**src/hdl/gjdc_pkg.sv**
```systemverilog
// gjdc_pkg: shared types and constants for the gregorian / julian day converter
// holds the command codes, carried item layout, month offset table and reciprocals
// no dependencies
package gjdc_pkg;

  // field widths
  localparam int unsigned CMD_W    = 2;
  localparam int unsigned YEAR_W   = 15;
  localparam int unsigned MONTH_W  = 4;
  localparam int unsigned DAY_W    = 5;
  localparam int unsigned JDN_W    = 23;
  localparam int unsigned OFFSET_W = 21;

  // packed stream widths, padded to whole bytes
  localparam int unsigned S_TDATA_W = 72;
  localparam int unsigned M_TDATA_W = 48;

  // largest supported day number (9999-12-31)
  localparam logic [JDN_W-1:0] JDN_MAX = 23'd5373484;

  // commands
  typedef enum logic [CMD_W-1:0] {
    CMD_TO_NUMBER = 2'd0,
    CMD_TO_DATE   = 2'd1,
    CMD_ADD_DAYS  = 2'd2
  } cmd_e;

  // date fields that ride along the pipeline
  typedef struct packed {
    cmd_e                      cmd;
    logic signed [YEAR_W-1:0]  year;
    logic [MONTH_W-1:0]        month;
    logic [DAY_W-1:0]          day;
  } item_t;

  // (367 * shifted month) / 12, indexed by the raw month field
  localparam logic [8:0] MONTH_OFS [16] = '{
    9'd305, 9'd336, 9'd367, 9'd30,  9'd61,  9'd91,  9'd122, 9'd152,
    9'd183, 9'd214, 9'd244, 9'd275, 9'd305, 9'd336, 9'd367, 9'd397
  };

  // exact reciprocal multipliers: ceil(2^SH / divisor), valid for the stated input width
  localparam int unsigned SH_100    = 22;   // 15-bit dividend
  localparam int unsigned SH_146097 = 43;   // 25-bit dividend
  localparam int unsigned SH_1461   = 36;   // 25-bit dividend
  localparam int unsigned SH_153    = 19;   // 11-bit dividend
  localparam int unsigned SH_5      = 11;   // 8-bit dividend

  localparam logic [15:0] RECIP_100 =
    16'(((64'd1 << SH_100) + 64'd99) / 64'd100);
  localparam logic [25:0] RECIP_146097 =
    26'(((64'd1 << SH_146097) + 64'd146096) / 64'd146097);
  localparam logic [25:0] RECIP_1461 =
    26'(((64'd1 << SH_1461) + 64'd1460) / 64'd1461);
  localparam logic [11:0] RECIP_153 =
    12'(((64'd1 << SH_153) + 64'd152) / 64'd153);
  localparam logic [8:0] RECIP_5 =
    9'(((64'd1 << SH_5) + 64'd4) / 64'd5);

endpackage

```
**src/hdl/gregorian_julian_day_convert.sv**
```systemverilog
// gregorian_julian_day_convert: pipelined proleptic gregorian date / julian day number converter
// twelve register stages with per-stage valid bits and a ripple stall chain
// depends on gjdc_pkg
//
// Takes one word per cycle while the output side is not stalled and returns one result
// word per input word, in order. A word passes through the stage 1 to stage 12 registers
// and leaves from the last once the output side takes it. The stage count is set by the
// chain of reciprocal multiplies (divide by 100 for date to number; by 146097, 1461, 153
// and 5 for number to date), each followed by its own register stage. The command travels
// in tuser: 0 turns a date into a day number (the date is echoed when the number is in
// range), 1 turns a day number into a date, 2 adds a signed offset to a date. A day number
// outside 0..5373484 is clamped to the nearer bound, range_error is set and the date of
// that bound is returned. Command 3 returns an all-zero word. A stall on the output holds
// only full stages with no empty stage after them, so bubbles still drain and input is taken.
module gregorian_julian_day_convert (
  input  logic        clk_i,
  input  logic        rst_ni,
  // input stream
  input  logic        s_axis_tvalid_i,
  output logic        s_axis_tready_o,
  // in_year[14:0], in_month[18:15], in_day[23:19], in_day_number[46:24],
  // offset[67:47], zero[71:68]
  input  logic [71:0] s_axis_tdata_i,
  // command[1:0]
  input  logic [1:0]  s_axis_tuser_i,
  // output stream
  output logic        m_axis_tvalid_o,
  input  logic        m_axis_tready_i,
  // out_year[14:0], out_month[18:15], out_day[23:19], out_day_number[46:24], zero[47]
  output logic [47:0] m_axis_tdata_o,
  // range_error[0]
  output logic        m_axis_tuser_o
);

  localparam int unsigned NUM_STAGES = 12;

  // ---------------------------------------------------------------------------
  // stall chain: a stage loads when it is empty or the one after it moves
  logic [NUM_STAGES-1:0] v_q;
  logic [NUM_STAGES:0]   adv;

  always_comb begin
    adv[NUM_STAGES] = m_axis_tready_i;
    for (int k = NUM_STAGES - 1; k >= 0; k--) begin
      adv[k] = !v_q[k] || adv[k+1];
    end
  end

  assign s_axis_tready_o = adv[0];
  assign m_axis_tvalid_o = v_q[NUM_STAGES-1];

  // valid bits
  always_ff @(posedge clk_i or negedge rst_ni) begin
    if (!rst_ni) begin
      v_q <= '0;
    end else begin
      if (adv[0]) begin
        v_q[0] <= s_axis_tvalid_i;
      end
      for (int k = 1; k < NUM_STAGES; k++) begin
        if (adv[k]) begin
          v_q[k] <= v_q[k-1];
        end
      end
    end
  end

  // ---------------------------------------------------------------------------
  // input unpacking
  logic signed [14:0] in_year;
  logic [3:0]         in_month;
  logic [4:0]         in_day;
  logic [22:0]        in_day_number;
  logic signed [20:0] in_offset;

  assign in_year       = s_axis_tdata_i[14:0];
  assign in_month      = s_axis_tdata_i[18:15];
  assign in_day        = s_axis_tdata_i[23:19];
  assign in_day_number = s_axis_tdata_i[46:24];
  assign in_offset     = s_axis_tdata_i[67:47];

  // carried fields
  gjdc_pkg::item_t     item_q   [NUM_STAGES-1];
  logic [22:0]         jin_q    [4];
  logic signed [20:0]  off_q    [4];
  logic [22:0]         oj_q     [7];
  logic                err_q    [7];

  // ---------------------------------------------------------------------------
  // stage 1: year terms before scaling
  logic               early_month;
  logic signed [15:0] year_ext;
  logic signed [15:0] t1_d;
  logic signed [15:0] u_d;
  logic signed [15:0] s1_t1_q;
  logic               s1_u_neg_q;
  logic [14:0]        s1_u_mag_q;

  always_comb begin
    early_month = in_month < 4'd3;
    year_ext    = 16'(in_year);
    t1_d        = year_ext + (early_month ? 16'sd4799 : 16'sd4800);
    u_d         = year_ext + (early_month ? 16'sd4899 : 16'sd4900);
  end

  always_ff @(posedge clk_i) begin
    if (adv[0]) begin
      s1_t1_q    <= t1_d;
      s1_u_neg_q <= u_d[15];
      s1_u_mag_q <= u_d[15] ? 15'(-u_d) : 15'(u_d);
    end
  end

  // ---------------------------------------------------------------------------
  // stage 2: 1461 * year term, century count by reciprocal multiply
  logic signed [25:0] p_d;
  logic [30:0]        cent_prod;
  logic signed [25:0] s2_p_q;
  logic               s2_u_neg_q;
  logic [8:0]         s2_cent_q;

  always_comb begin
    p_d       = 26'(s1_t1_q) * 26'sd1461;
    cent_prod = 31'(s1_u_mag_q) * 31'(gjdc_pkg::RECIP_100);
  end

  always_ff @(posedge clk_i) begin
    if (adv[1]) begin
      s2_p_q     <= p_d;
      s2_u_neg_q <= s1_u_neg_q;
      s2_cent_q  <= cent_prod[30:gjdc_pkg::SH_100];
    end
  end

  // ---------------------------------------------------------------------------
  // stage 3: truncating quarter of both terms
  logic signed [25:0] p_adj;
  logic signed [25:0] p_quarter;
  logic [9:0]         cent3;
  logic signed [23:0] s3_a_q;
  logic               s3_u_neg_q;
  logic [7:0]         s3_c_mag_q;

  always_comb begin
    p_adj     = s2_p_q + (s2_p_q[25] ? 26'sd3 : 26'sd0);
    p_quarter = p_adj >>> 2;
    cent3     = 10'(s2_cent_q) * 10'd3;
  end

  always_ff @(posedge clk_i) begin
    if (adv[2]) begin
      s3_a_q     <= 24'(p_quarter);
      s3_u_neg_q <= s2_u_neg_q;
      s3_c_mag_q <= 8'(cent3 >> 2);
    end
  end

  // ---------------------------------------------------------------------------
  // stage 4: day number of the input date
  logic [24:0]        c_term;
  logic [24:0]        jdn0_d;
  logic signed [24:0] s4_jdn0_q;

  always_comb begin
    c_term = s3_u_neg_q ? 25'(s3_c_mag_q) : -25'(s3_c_mag_q);
    jdn0_d = 25'(s3_a_q) + 25'(gjdc_pkg::MONTH_OFS[item_q[2].month]) + c_term
           + 25'(item_q[2].day) - 25'd32075;
  end

  always_ff @(posedge clk_i) begin
    if (adv[3]) begin
      s4_jdn0_q <= $signed(jdn0_d);
    end
  end

  // ---------------------------------------------------------------------------
  // stage 5: command select, offset add and clamp
  logic signed [24:0] jsum;
  logic [22:0]        oj_d;
  logic               err_d;

  always_comb begin
    jsum  = s4_jdn0_q;
    oj_d  = '0;
    err_d = 1'b0;
    unique case (item_q[3].cmd)
      gjdc_pkg::CMD_TO_NUMBER: jsum = s4_jdn0_q;
      gjdc_pkg::CMD_TO_DATE:   jsum = $signed(25'(jin_q[3]));
      gjdc_pkg::CMD_ADD_DAYS:  jsum = s4_jdn0_q + 25'(off_q[3]);
      default:                 jsum = '0;
    endcase
    priority if (jsum < 0) begin
      oj_d  = '0;
      err_d = 1'b1;
    end else if (jsum > $signed(25'(gjdc_pkg::JDN_MAX))) begin
      oj_d  = gjdc_pkg::JDN_MAX;
      err_d = 1'b1;
    end else begin
      oj_d  = 23'(jsum);
      err_d = 1'b0;
    end
  end

  // ---------------------------------------------------------------------------
  // stage 6: 400-year cycle count by reciprocal multiply
  logic [24:0] cyc_num;
  logic [50:0] cyc_prod;
  logic [7:0]  s6_q1_q;

  always_comb begin
    cyc_num  = 25'({oj_q[0], 2'b00}) + 25'd274277;
    cyc_prod = 51'(cyc_num) * 51'(gjdc_pkg::RECIP_146097);
  end

  always_ff @(posedge clk_i) begin
    if (adv[5]) begin
      s6_q1_q <= cyc_prod[gjdc_pkg::SH_146097 +: 8];
    end
  end

  // ---------------------------------------------------------------------------
  // stage 7: shifted day count f and e = 4f + 3
  logic [9:0]  q1x3;
  logic [22:0] f_d;
  logic [24:0] s7_e_q;

  always_comb begin
    q1x3 = 10'(s6_q1_q) * 10'd3;
    f_d  = oj_q[1] + 23'd1363 + 23'(q1x3 >> 2);
  end

  always_ff @(posedge clk_i) begin
    if (adv[6]) begin
      s7_e_q <= {f_d, 2'b11};
    end
  end

  // ---------------------------------------------------------------------------
  // stage 8: e / 1461 by reciprocal multiply
  logic [50:0] yr_prod;
  logic [13:0] s8_qe_q;
  logic [24:0] s8_e_q;

  assign yr_prod = 51'(s7_e_q) * 51'(gjdc_pkg::RECIP_1461);

  always_ff @(posedge clk_i) begin
    if (adv[7]) begin
      s8_qe_q <= yr_prod[gjdc_pkg::SH_1461 +: 14];
      s8_e_q  <= s7_e_q;
    end
  end

  // ---------------------------------------------------------------------------
  // stage 9: back-multiply for the remainder
  logic [13:0] s9_qe_q;
  logic [24:0] s9_e_q;
  logic [24:0] s9_qe1461_q;

  always_ff @(posedge clk_i) begin
    if (adv[8]) begin
      s9_qe_q     <= s8_qe_q;
      s9_e_q      <= s8_e_q;
      s9_qe1461_q <= 25'(s8_qe_q) * 25'd1461;
    end
  end

  // ---------------------------------------------------------------------------
  // stage 10: day of year, then h / 153 by reciprocal multiply
  logic [24:0] re_full;
  logic [8:0]  g;
  logic [10:0] h_d;
  logic [22:0] h_prod;
  logic [10:0] s10_h_q;
  logic [3:0]  s10_hq_q;
  logic [13:0] s10_qe_q;

  always_comb begin
    re_full = s9_e_q - s9_qe1461_q;
    g       = re_full[10:2];
    h_d     = 11'(g) * 11'd5 + 11'd2;
    h_prod  = 23'(h_d) * 23'(gjdc_pkg::RECIP_153);
  end

  always_ff @(posedge clk_i) begin
    if (adv[9]) begin
      s10_h_q  <= h_d;
      s10_hq_q <= h_prod[gjdc_pkg::SH_153 +: 4];
      s10_qe_q <= s9_qe_q;
    end
  end

  // ---------------------------------------------------------------------------
  // stage 11: month, year and the remainder for the day
  logic [10:0]        hr_full;
  logic [3:0]         mon_d;
  logic signed [14:0] yr_d;
  logic [7:0]         s11_hr_q;
  logic [3:0]         s11_mon_q;
  logic signed [14:0] s11_yr_q;

  always_comb begin
    hr_full = s10_h_q - 11'(s10_hq_q) * 11'd153;
    mon_d   = (s10_hq_q >= 4'd10) ? s10_hq_q - 4'd9 : s10_hq_q + 4'd3;
    yr_d    = $signed(15'(s10_qe_q)) - 15'sd4716 + ((mon_d <= 4'd2) ? 15'sd1 : 15'sd0);
  end

  always_ff @(posedge clk_i) begin
    if (adv[10]) begin
      s11_hr_q  <= hr_full[7:0];
      s11_mon_q <= mon_d;
      s11_yr_q  <= yr_d;
    end
  end

  // carried fields: loaded at their entry stage, then shifted along
  always_ff @(posedge clk_i) begin
    if (adv[0]) begin
      item_q[0] <= '{cmd:   gjdc_pkg::cmd_e'(s_axis_tuser_i),
                     year:  in_year,
                     month: in_month,
                     day:   in_day};
      jin_q[0]  <= in_day_number;
      off_q[0]  <= in_offset;
    end
    if (adv[4]) begin
      oj_q[0]  <= oj_d;
      err_q[0] <= err_d;
    end
    for (int k = 1; k < NUM_STAGES - 1; k++) begin
      if (adv[k]) begin
        item_q[k] <= item_q[k-1];
      end
    end
    for (int k = 1; k < 4; k++) begin
      if (adv[k]) begin
        jin_q[k] <= jin_q[k-1];
        off_q[k] <= off_q[k-1];
      end
    end
    for (int k = 1; k < 7; k++) begin
      if (adv[k+4]) begin
        oj_q[k]  <= oj_q[k-1];
        err_q[k] <= err_q[k-1];
      end
    end
  end

  // ---------------------------------------------------------------------------
  // stage 12: day of month and output word
  logic [16:0]        day_prod;
  logic [4:0]         dd;
  logic signed [14:0] o_year_d;
  logic [3:0]         o_month_d;
  logic [4:0]         o_day_d;
  logic [22:0]        o_jdn_d;
  logic               o_err_d;

  logic signed [14:0] o_year_q;
  logic [3:0]         o_month_q;
  logic [4:0]         o_day_q;
  logic [22:0]        o_jdn_q;
  logic               o_err_q;
  gjdc_pkg::cmd_e     o_cmd_q;

  always_comb begin
    day_prod  = 17'(s11_hr_q) * 17'(gjdc_pkg::RECIP_5);
    dd        = 5'(day_prod >> gjdc_pkg::SH_5) + 5'd1;
    o_year_d  = s11_yr_q;
    o_month_d = s11_mon_q;
    o_day_d   = dd;
    o_jdn_d   = oj_q[6];
    o_err_d   = err_q[6];
    unique case (item_q[10].cmd)
      gjdc_pkg::CMD_TO_NUMBER: begin
        // in range: echo the date as given
        if (!err_q[6]) begin
          o_year_d  = item_q[10].year;
          o_month_d = item_q[10].month;
          o_day_d   = item_q[10].day;
        end
      end
      gjdc_pkg::CMD_TO_DATE,
      gjdc_pkg::CMD_ADD_DAYS: begin
        o_year_d = s11_yr_q;
      end
      default: begin
        o_year_d  = '0;
        o_month_d = '0;
        o_day_d   = '0;
        o_jdn_d   = '0;
        o_err_d   = 1'b0;
      end
    endcase
  end

  always_ff @(posedge clk_i) begin
    if (adv[11]) begin
      o_year_q  <= o_year_d;
      o_month_q <= o_month_d;
      o_day_q   <= o_day_d;
      o_jdn_q   <= o_jdn_d;
      o_err_q   <= o_err_d;
      o_cmd_q   <= item_q[10].cmd;
    end
  end

  assign m_axis_tdata_o = {1'b0, o_jdn_q, o_day_q, o_month_q, o_year_q};
  assign m_axis_tuser_o = o_err_q;

`ifndef NO_ASSERTIONS
  // input is refused only when every stage holds a word
  assert property (@(posedge clk_i) disable iff (!rst_ni)
    !s_axis_tready_o |-> (&v_q))
    else $error("input stalled with a bubble in the pipeline");

  // a flagged result sits on one of the bounds
  assert property (@(posedge clk_i) disable iff (!rst_ni)
    (m_axis_tvalid_o && m_axis_tuser_o) |->
      (o_jdn_q == '0 || o_jdn_q == gjdc_pkg::JDN_MAX))
    else $error("range error without a clamped day number");

  // day number never leaves the supported range
  assert property (@(posedge clk_i) disable iff (!rst_ni)
    m_axis_tvalid_o |-> (o_jdn_q <= gjdc_pkg::JDN_MAX))
    else $error("day number above range");

  // a computed date is a real month and day
  assert property (@(posedge clk_i) disable iff (!rst_ni)
    (m_axis_tvalid_o && (o_cmd_q == gjdc_pkg::CMD_TO_DATE ||
                         o_cmd_q == gjdc_pkg::CMD_ADD_DAYS ||
                         (o_cmd_q == gjdc_pkg::CMD_TO_NUMBER && o_err_q))) |->
      (o_month_q >= 4'd1 && o_month_q <= 4'd12 && o_day_q >= 5'd1))
    else $error("computed date out of calendar range");

  // the unused command gives an all-zero word
  assert property (@(posedge clk_i) disable iff (!rst_ni)
    (m_axis_tvalid_o && o_cmd_q != gjdc_pkg::CMD_TO_NUMBER &&
     o_cmd_q != gjdc_pkg::CMD_TO_DATE && o_cmd_q != gjdc_pkg::CMD_ADD_DAYS) |->
      (m_axis_tdata_o == '0 && !m_axis_tuser_o))
    else $error("unused command gave a nonzero word");
`endif

endmodule
```
**config.mk**
```make
export PLATFORM = sky130hd
export DESIGN_NAME = gregorian_julian_day_convert
export DESIGN_NICKNAME = d
export VERILOG_FILES = /design/src/hdl/gjdc_pkg.sv /design/src/hdl/gregorian_julian_day_convert.sv
export SDC_FILE = /design/constraint.sdc
export NUM_CORES = 2
export LEC_CHECK = 0
export ABC_AREA = 1
export BUFFER_PORTS_ARGS = -buffer_cell sky130_fd_sc_hd__buf_4
export CAP_MARGIN = 20
export CORE_MARGIN = 2
export CORE_UTILIZATION = 38
export CTS_CLUSTER_DIAMETER = 150
export CTS_CLUSTER_SIZE = 8
export DETAILED_ROUTE_END_ITERATION = 16
export PLACE_DENSITY = 0.5
export SLEW_MARGIN = 20
export SYNTH_ARGS = -nofsm -noshare
export SYNTH_HDL_FRONTEND = slang
export SYNTH_SLANG_ARGS = --single-unit
```
**constraint.sdc**
```tcl
create_clock -name clk_i -period 57 [get_ports clk_i]
set_clock_uncertainty 0.1 [all_clocks]
set_input_delay 8.55 -clock clk_i [delete_from_list [all_inputs] [get_ports clk_i]]
set_output_delay 8.55 -clock clk_i [all_outputs]
set_load 0.005 [all_outputs]
```
* Yosys cells after proc, flatten, opt, wreduce, memory -nomap -nowiden
Memories as Yosys holds them, arrays and structs flattened. A register that Yosys moved wholly into a read port is not among the register bits.
Cells that the tools add are included.
** Storage, ports and cells
- Register bits :: 304
- Latch bits :: 0
- RAM bits :: 630
- ROM bits :: 144
- Bits of input ports :: 78
- Logic and storage cells :: 159
- Memories :: 6
** Memories
- item_q :: words 11, width 26, rd ports 11, clocked after memory_dff 0, write ports 11, RTL line gregorian_julian_day_convert.sv:83 : gjdc_pkg::item_t item_q [NUM_STAGES-1];
- oj_q :: words 7, width 23, rd ports 7, clocked after memory_dff 1, write ports 7, RTL line gregorian_julian_day_convert.sv:86 : logic [22:0] oj_q [7];
- (no name shown) :: words 16, width 9, rd ports 1, clocked after memory_dff 0, write ports 0, RTL line gregorian_julian_day_convert.sv:166 : jdn0_d = 25'(s3_a_q) + 25'(gjdc_pkg::MONTH_OFS[item_q[2].month]) + c_term
- jin_q :: words 4, width 23, rd ports 4, clocked after memory_dff 0, write ports 4, RTL line gregorian_julian_day_convert.sv:84 : logic [22:0] jin_q [4];
- off_q :: words 4, width 21, rd ports 4, clocked after memory_dff 0, write ports 4, RTL line gregorian_julian_day_convert.sv:85 : logic signed [20:0] off_q [4];
- err_q :: words 7, width 1, rd ports 7, clocked after memory_dff 0, write ports 7, RTL line gregorian_julian_day_convert.sv:87 : logic err_q [7];
** Operators by class
- Add/sub/neg operators :: 21
- Multipliers :: 11
- Divide/modulo/power cells :: 0
- Magnitude comparators :: 6
- Eq/ne operators :: 4
- Shifts and indexed selects :: 0
- Multiplexer cells :: 42
- Bitwise gates (word level) :: 1
- Reductions and logical operators :: 29
** Operator list (count)
- $pmux W25 S3 :: 1
- $mul A25 B26 Y50 const B :: 1
- $mul A25 B24 Y49 const B :: 1
- $mux W23 :: 2
- $add A15 B14 Y16 :: 2
- $mux W15 :: 2
- $pmux W15 S2 :: 1
- $mul A15 B13 Y28 const B :: 1
- $add A26 B3 Y26 :: 1
- $mul A16 B12 Y26 const B :: 1
- $add A24 B10 Y25 :: 1
- $add A25 B19 Y25 const B :: 1
- $add A25 B21 Y25 :: 1
- $add A25 B25 Y25 :: 1
- $add A25 B5 Y25 :: 1
- $gt A25 B24 Y1 const B :: 1
- $lt A25 B1 Y1 const B :: 1
- $mux W1 :: 25
- $mux W25 :: 1
- $neg A8 Y25 :: 1
- $sub A25 B15 Y25 const B :: 1
- $add A23 B11 Y23 const B :: 1
- $add A23 B8 Y23 :: 1
- $mul A11 B12 Y23 const B :: 1
- 35 further kinds :: 63

* Longest topological paths before layout
- Word-level depth :: 15
- Gate-level depth with buffers :: 39
- Gate-level depth less buffers :: 39

* Least setup slack after synthesis
Ideal clock, no wire load.
- Kind :: input -> output
- Start :: input port m_axis_tready_i
- End :: output port s_axis_tready_o
- Data arrival time :: 21.203 ns
- Setup slack :: 27.147 ns
- Stages on the path :: 18
- Path buffers :: 0
- Cells stage by stage :: nor2_1 inv_2 nor2_1 inv_1 nor2_1 inv_1 nor2_1 inv_1 nor2_1 inv_1 nor2_1 inv_2 nor2_2 nand2_2 nor2_4 nand2_2 nor2_4 nand2_1
** Between the ends
- Cells in the longest elaborated chain, start to end :: 12
** Ends and longest elaborated chain
- start, declared :: RTL line gregorian_julian_day_convert.sv:28 : input logic m_axis_tready_i,
- $logic_or A1 B1 Y1 :: RTL line gregorian_julian_day_convert.sv:45 : adv[k] = !v_q[k] || adv[k+1];
- via adv[11] :: RTL line gregorian_julian_day_convert.sv:40 : logic [NUM_STAGES:0] adv;
- $logic_or A1 B1 Y1 :: RTL line gregorian_julian_day_convert.sv:45
- via adv[10] :: RTL line gregorian_julian_day_convert.sv:40
- $logic_or A1 B1 Y1 :: RTL line gregorian_julian_day_convert.sv:45
- via adv[9] :: RTL line gregorian_julian_day_convert.sv:40
- $logic_or A1 B1 Y1 :: RTL line gregorian_julian_day_convert.sv:45
- via adv[8] :: RTL line gregorian_julian_day_convert.sv:40
- $logic_or A1 B1 Y1 :: RTL line gregorian_julian_day_convert.sv:45
- via adv[7] :: RTL line gregorian_julian_day_convert.sv:40
- $logic_or A1 B1 Y1 :: RTL line gregorian_julian_day_convert.sv:45
- via adv[6] :: RTL line gregorian_julian_day_convert.sv:40
- $logic_or A1 B1 Y1 (2 in series) :: RTL line gregorian_julian_day_convert.sv:45
- via adv[4] :: RTL line gregorian_julian_day_convert.sv:40
- $logic_or A1 B1 Y1 (2 in series) :: RTL line gregorian_julian_day_convert.sv:45
- via adv[2] :: RTL line gregorian_julian_day_convert.sv:40
- $logic_or A1 B1 Y1 (2 in series) :: RTL line gregorian_julian_day_convert.sv:45
- end, declared :: RTL line gregorian_julian_day_convert.sv:20 : output logic s_axis_tready_o,
The timed path passes the listed nets, and every way through them passes these cells.

* Worst setup path in the final report
Same ends and word-level chain as after synthesis.

==> impl_metrics.json <==
{
  "status": "finished clean",
  "viasPerCell": 4.71,
  "holdPathStages": 0,
  "hold_path.class": "reg2reg",
  "path_delay_family": "buffers and inverters",
  "place_congestion": 0.885,
  "grt_max_degree": 66,
  "grt-ovfl-total": 0,
  "clk_latency_ns": 0.77,
  "setup.worst_path.end_class": "primary output",
  "synth_top_area_share_pct": 39.3,
  "final_common_cell": "inv_1",
  "synth-seq-cells": 954,
  "first_pass_iters": 5,
  "avgSynthCellArea_um2": 11.2,
  "wire_per_inst_um": 17.7,
  "grt_pass1_vias": 46400,
  "die_x_um": 439,
  "nets": 8441,
  "crit_buf_inv": 10,
  "start_util_pct": 38.3,
  "vias": 43500,
  "critPathMaxStageDelay_ns": 0.44,
  "r2r_setup_slack_ns": 48.11,
  "portBuffers": 123,
  "dp_hpwl_um": 135000,
  "ys_types": 57,
  "slowest_stage": "clkinv_2",
  "syn_area_mm2": 0.0720,
  "tns_ns": 0,
  "setup_viol_count_final": 0,
  "critPathRequiredTime_ns": 48.35,
  "synth_edf_count": 942,
  "cap_violations": 0,
  "ctsRootBufferMaster": "clkbuf_16",
  "clockBufferDepth": 3,
  "min_period_over_period_pct": 40.4,
  "synthFlopType": "edfxtp_1",
  "finalMaxSlewViolations": 0,
  "cts_tree": "done",
  "coreArea_mm2": 0.188,
  "critical_path_arrival_ns": 14.38,
  "min_to": "item_q[1][6]$_DFFE_PP_",
  "synth_nets": 8174,
  "synthTopCellsByArea": "edfxtp_1, fa_1, ha_1, inv_1, nand2_1",
  "cts_hold_buf": 0,
  "io-pin-count": 129,
  "synth_warnings": 0,
  "startpoint_type": "input port",
  "critical_path_class": "in2out",
  "die-area_mm2": 0.193,
  "reg2reg_depth": 35,
  "cts_htree_levels": 4,
  "seq_area_frac_synth_pct": 39.7,
  "wirelength_um": 164000,
  "hold_start": "item_q[0][6]$_DFFE_PP_",
  "antenna_found_initial": 1,
  "gr-usage-all-layers_pct": 17.7,
  "clock_sinks": 954,
  "cts_setup_buffers": 0,
  "drc": 0,
  "cts_buffers": 137,
  "regToRegEndpoint": "s6_q1_q[4]$_DFFE_PP_",
  "cp_max_fo": 52,
  "fmax_ghz": 0.0434,
  "path_clk_slew_ns": 0.06,
  "critPathMostFrequentCell": "nor2_1",
  "r2r_start": "oj_q[0][1]$_SDFFCE_PP0P_",
  "worst_pin_slew_ns": 1.08,
  "die_h_um": 439,
  "rsz0062_at_grt": "false",
  "yosys.area.top_type": "edfxtp_1",
  "drive_gt1_share_pct": 5.77,
  "slew_headroom_pct": 27.7,
  "ant_nets": 0,
  "async_flop_share_pct": 1.26,
  "cts.repair.resized": 0,
  "syn_inst": 6426,
  "area_growth_pct": 11.1,
  "layout_common_cells": "inv_1, ha_1, edfxtp_1",
  "first_iter_violations": 2243,
  "fillers": 18000,
  "finalHoldViolCount": 0,
  "cp_cell_sequence": "buf_4 > nor2_1 > inv_2 > buf_4 > nor2_1 > clkinv_2 > nor2_1 > clkinv_2 > nor2_1 > clkinv_2 > nor2_1 > clkinv_2 > nor2_1 > inv_2 > nor2_2 > nand2_2 > buf_4 > nor2_4 > nand2_4 > nor2_4 > nand2_4 > buf_4",
  "num_rows": 159,
  "fin_crit_ns": 23.03,
  "grt_first_pass_wirelength_um": 263000
}
cell type report:
| cell class | count | area [um2] | area share, % |
|---|---|---|---|
| multi-input cells | 3851 | 37300 | 46.6 |
| flip-flops and latches | 954 | 28600 | 35.7 |
| inverters | 1599 | 6010 | 7.51 |
| clock buffers | 162 | 3560 | 4.45 |
| well taps | 2495 | 3120 | 3.90 |
| repair buffers | 150 | 1130 | 1.41 |
| clock inverters | 13 | 282 | 0.352 |
| diodes | 1 | 2.50 | 0.00313 |
registers in the layout (all words and copies together), names as in the netlist, 14 cells and up:
register,cells
s4_jdn0_q,25
s1_u_mag_q,14
s3_a_q,24
s10_qe_q,14
oj_q,161
item_q,286
s1_t1_q,16
s9_qe_q,14
o_year_q,15
s8_qe_q,14
s7_e_q,23
off_q,84
o_jdn_q,23
s11_yr_q,15
s2_p_q,26
jin_q,92
worst register-to-register path, delay by kind of cell (launching register included):
family	cells	cell delay [ns]
buf+inv	7	0.67
flops	1	0.60
xor+xnor	1	0.52
compound gates	2	0.63
fa+ha+maj	9	3.96
simple gates	16	2.19
per-stage QoR:
step | worst slack [ns] | util, % | instances | hold WS [ns] | cell area (um2)
final | 33.97 | 42.6 | 9225 | 0.288 | 80000
after global routing | 33.12 | 42.6 | 9224 | 0.292 | 80000
after CTS | 33.68 | 42.6 | 9224 | 0.287 | 80000
after detailed placement | 33.70 | 40.5 | 9049 | 0.305 | 76200
after global placement | 33.69 | 40.5 | 9049 | 0.301 | 76200
after floorplan | 27.15 | - | 6426 | 0.300 | 72000
worst max-delay path by stage:
stage / startpoint / end / slack (ns) / cells after the start
after floorplan: m_axis_tready_i / s_axis_tready_o / 27.15 / 18
after global placement: m_axis_tready_i / s_axis_tready_o / 33.69 / 22
after detailed placement: m_axis_tready_i / s_axis_tready_o / 33.70 / 22
after CTS: m_axis_tready_i / s_axis_tready_o / 33.68 / 22
after global routing: m_axis_tready_i / s_axis_tready_o / 33.12 / 22
final: m_axis_tready_i / s_axis_tready_o / 33.97 / 22
logic make-up (layout without fill, tap and decap cells):
| logic type | Yosys count | after routing | synth area share (%) |
|---|---|---|---|
| AOI/OAI and AO/OA | 624 | 624 | 4.93 |
| DFF | 954 | 954 | 39.7 |
| xor gates and xnor gates | 269 | 269 | 3.27 |
| adders and majority gates | 1670 | 1670 | 36.0 |
| buffers and inverters | 1621 | 1924 | 8.49 |
| and+or+nand+nor | 1287 | 1287 | 7.57 |
| other | 1 | 2 | 0.00521 |
routing by layer:
layer | vias up | share of wire [%] | wire, um | track usage (%)
li1 | 21300 | - | - | -
met1 | 21300 | 47 | 77600 | 24.7
met2 | 645 | 47 | 76200 | 28.6
met3 | 191 | 4.0 | 6630 | 2.93
met4 | 0 | 2.0 | 3230 | 4.01
met5 | - | 0 | 0 | 0
synth_stat cells, drive strengths merged (5+ instances only):
master / number
o21ai: 170
ha: 998
edfxtp: 942
dfrtp: 12
nand3b: 13
a21oi: 304
nor4: 24
fa: 672
a21o: 14
a211oi: 6
a31oi: 25
nand4: 32
inv: 1598
nor3: 43
nor3b: 5
nor2: 328
xor2: 193
a22o: 17
o211ai: 16
o21bai: 15
buf: 9
nand2: 679
a21boi: 6
o31ai: 11
and2: 5
o21a: 21
nand3: 140
or2: 14
clkbuf: 13
xnor2: 76
Power is not shown: default switching activity piles up to over one toggle a cycle in this logic, so the estimate is an artifact.
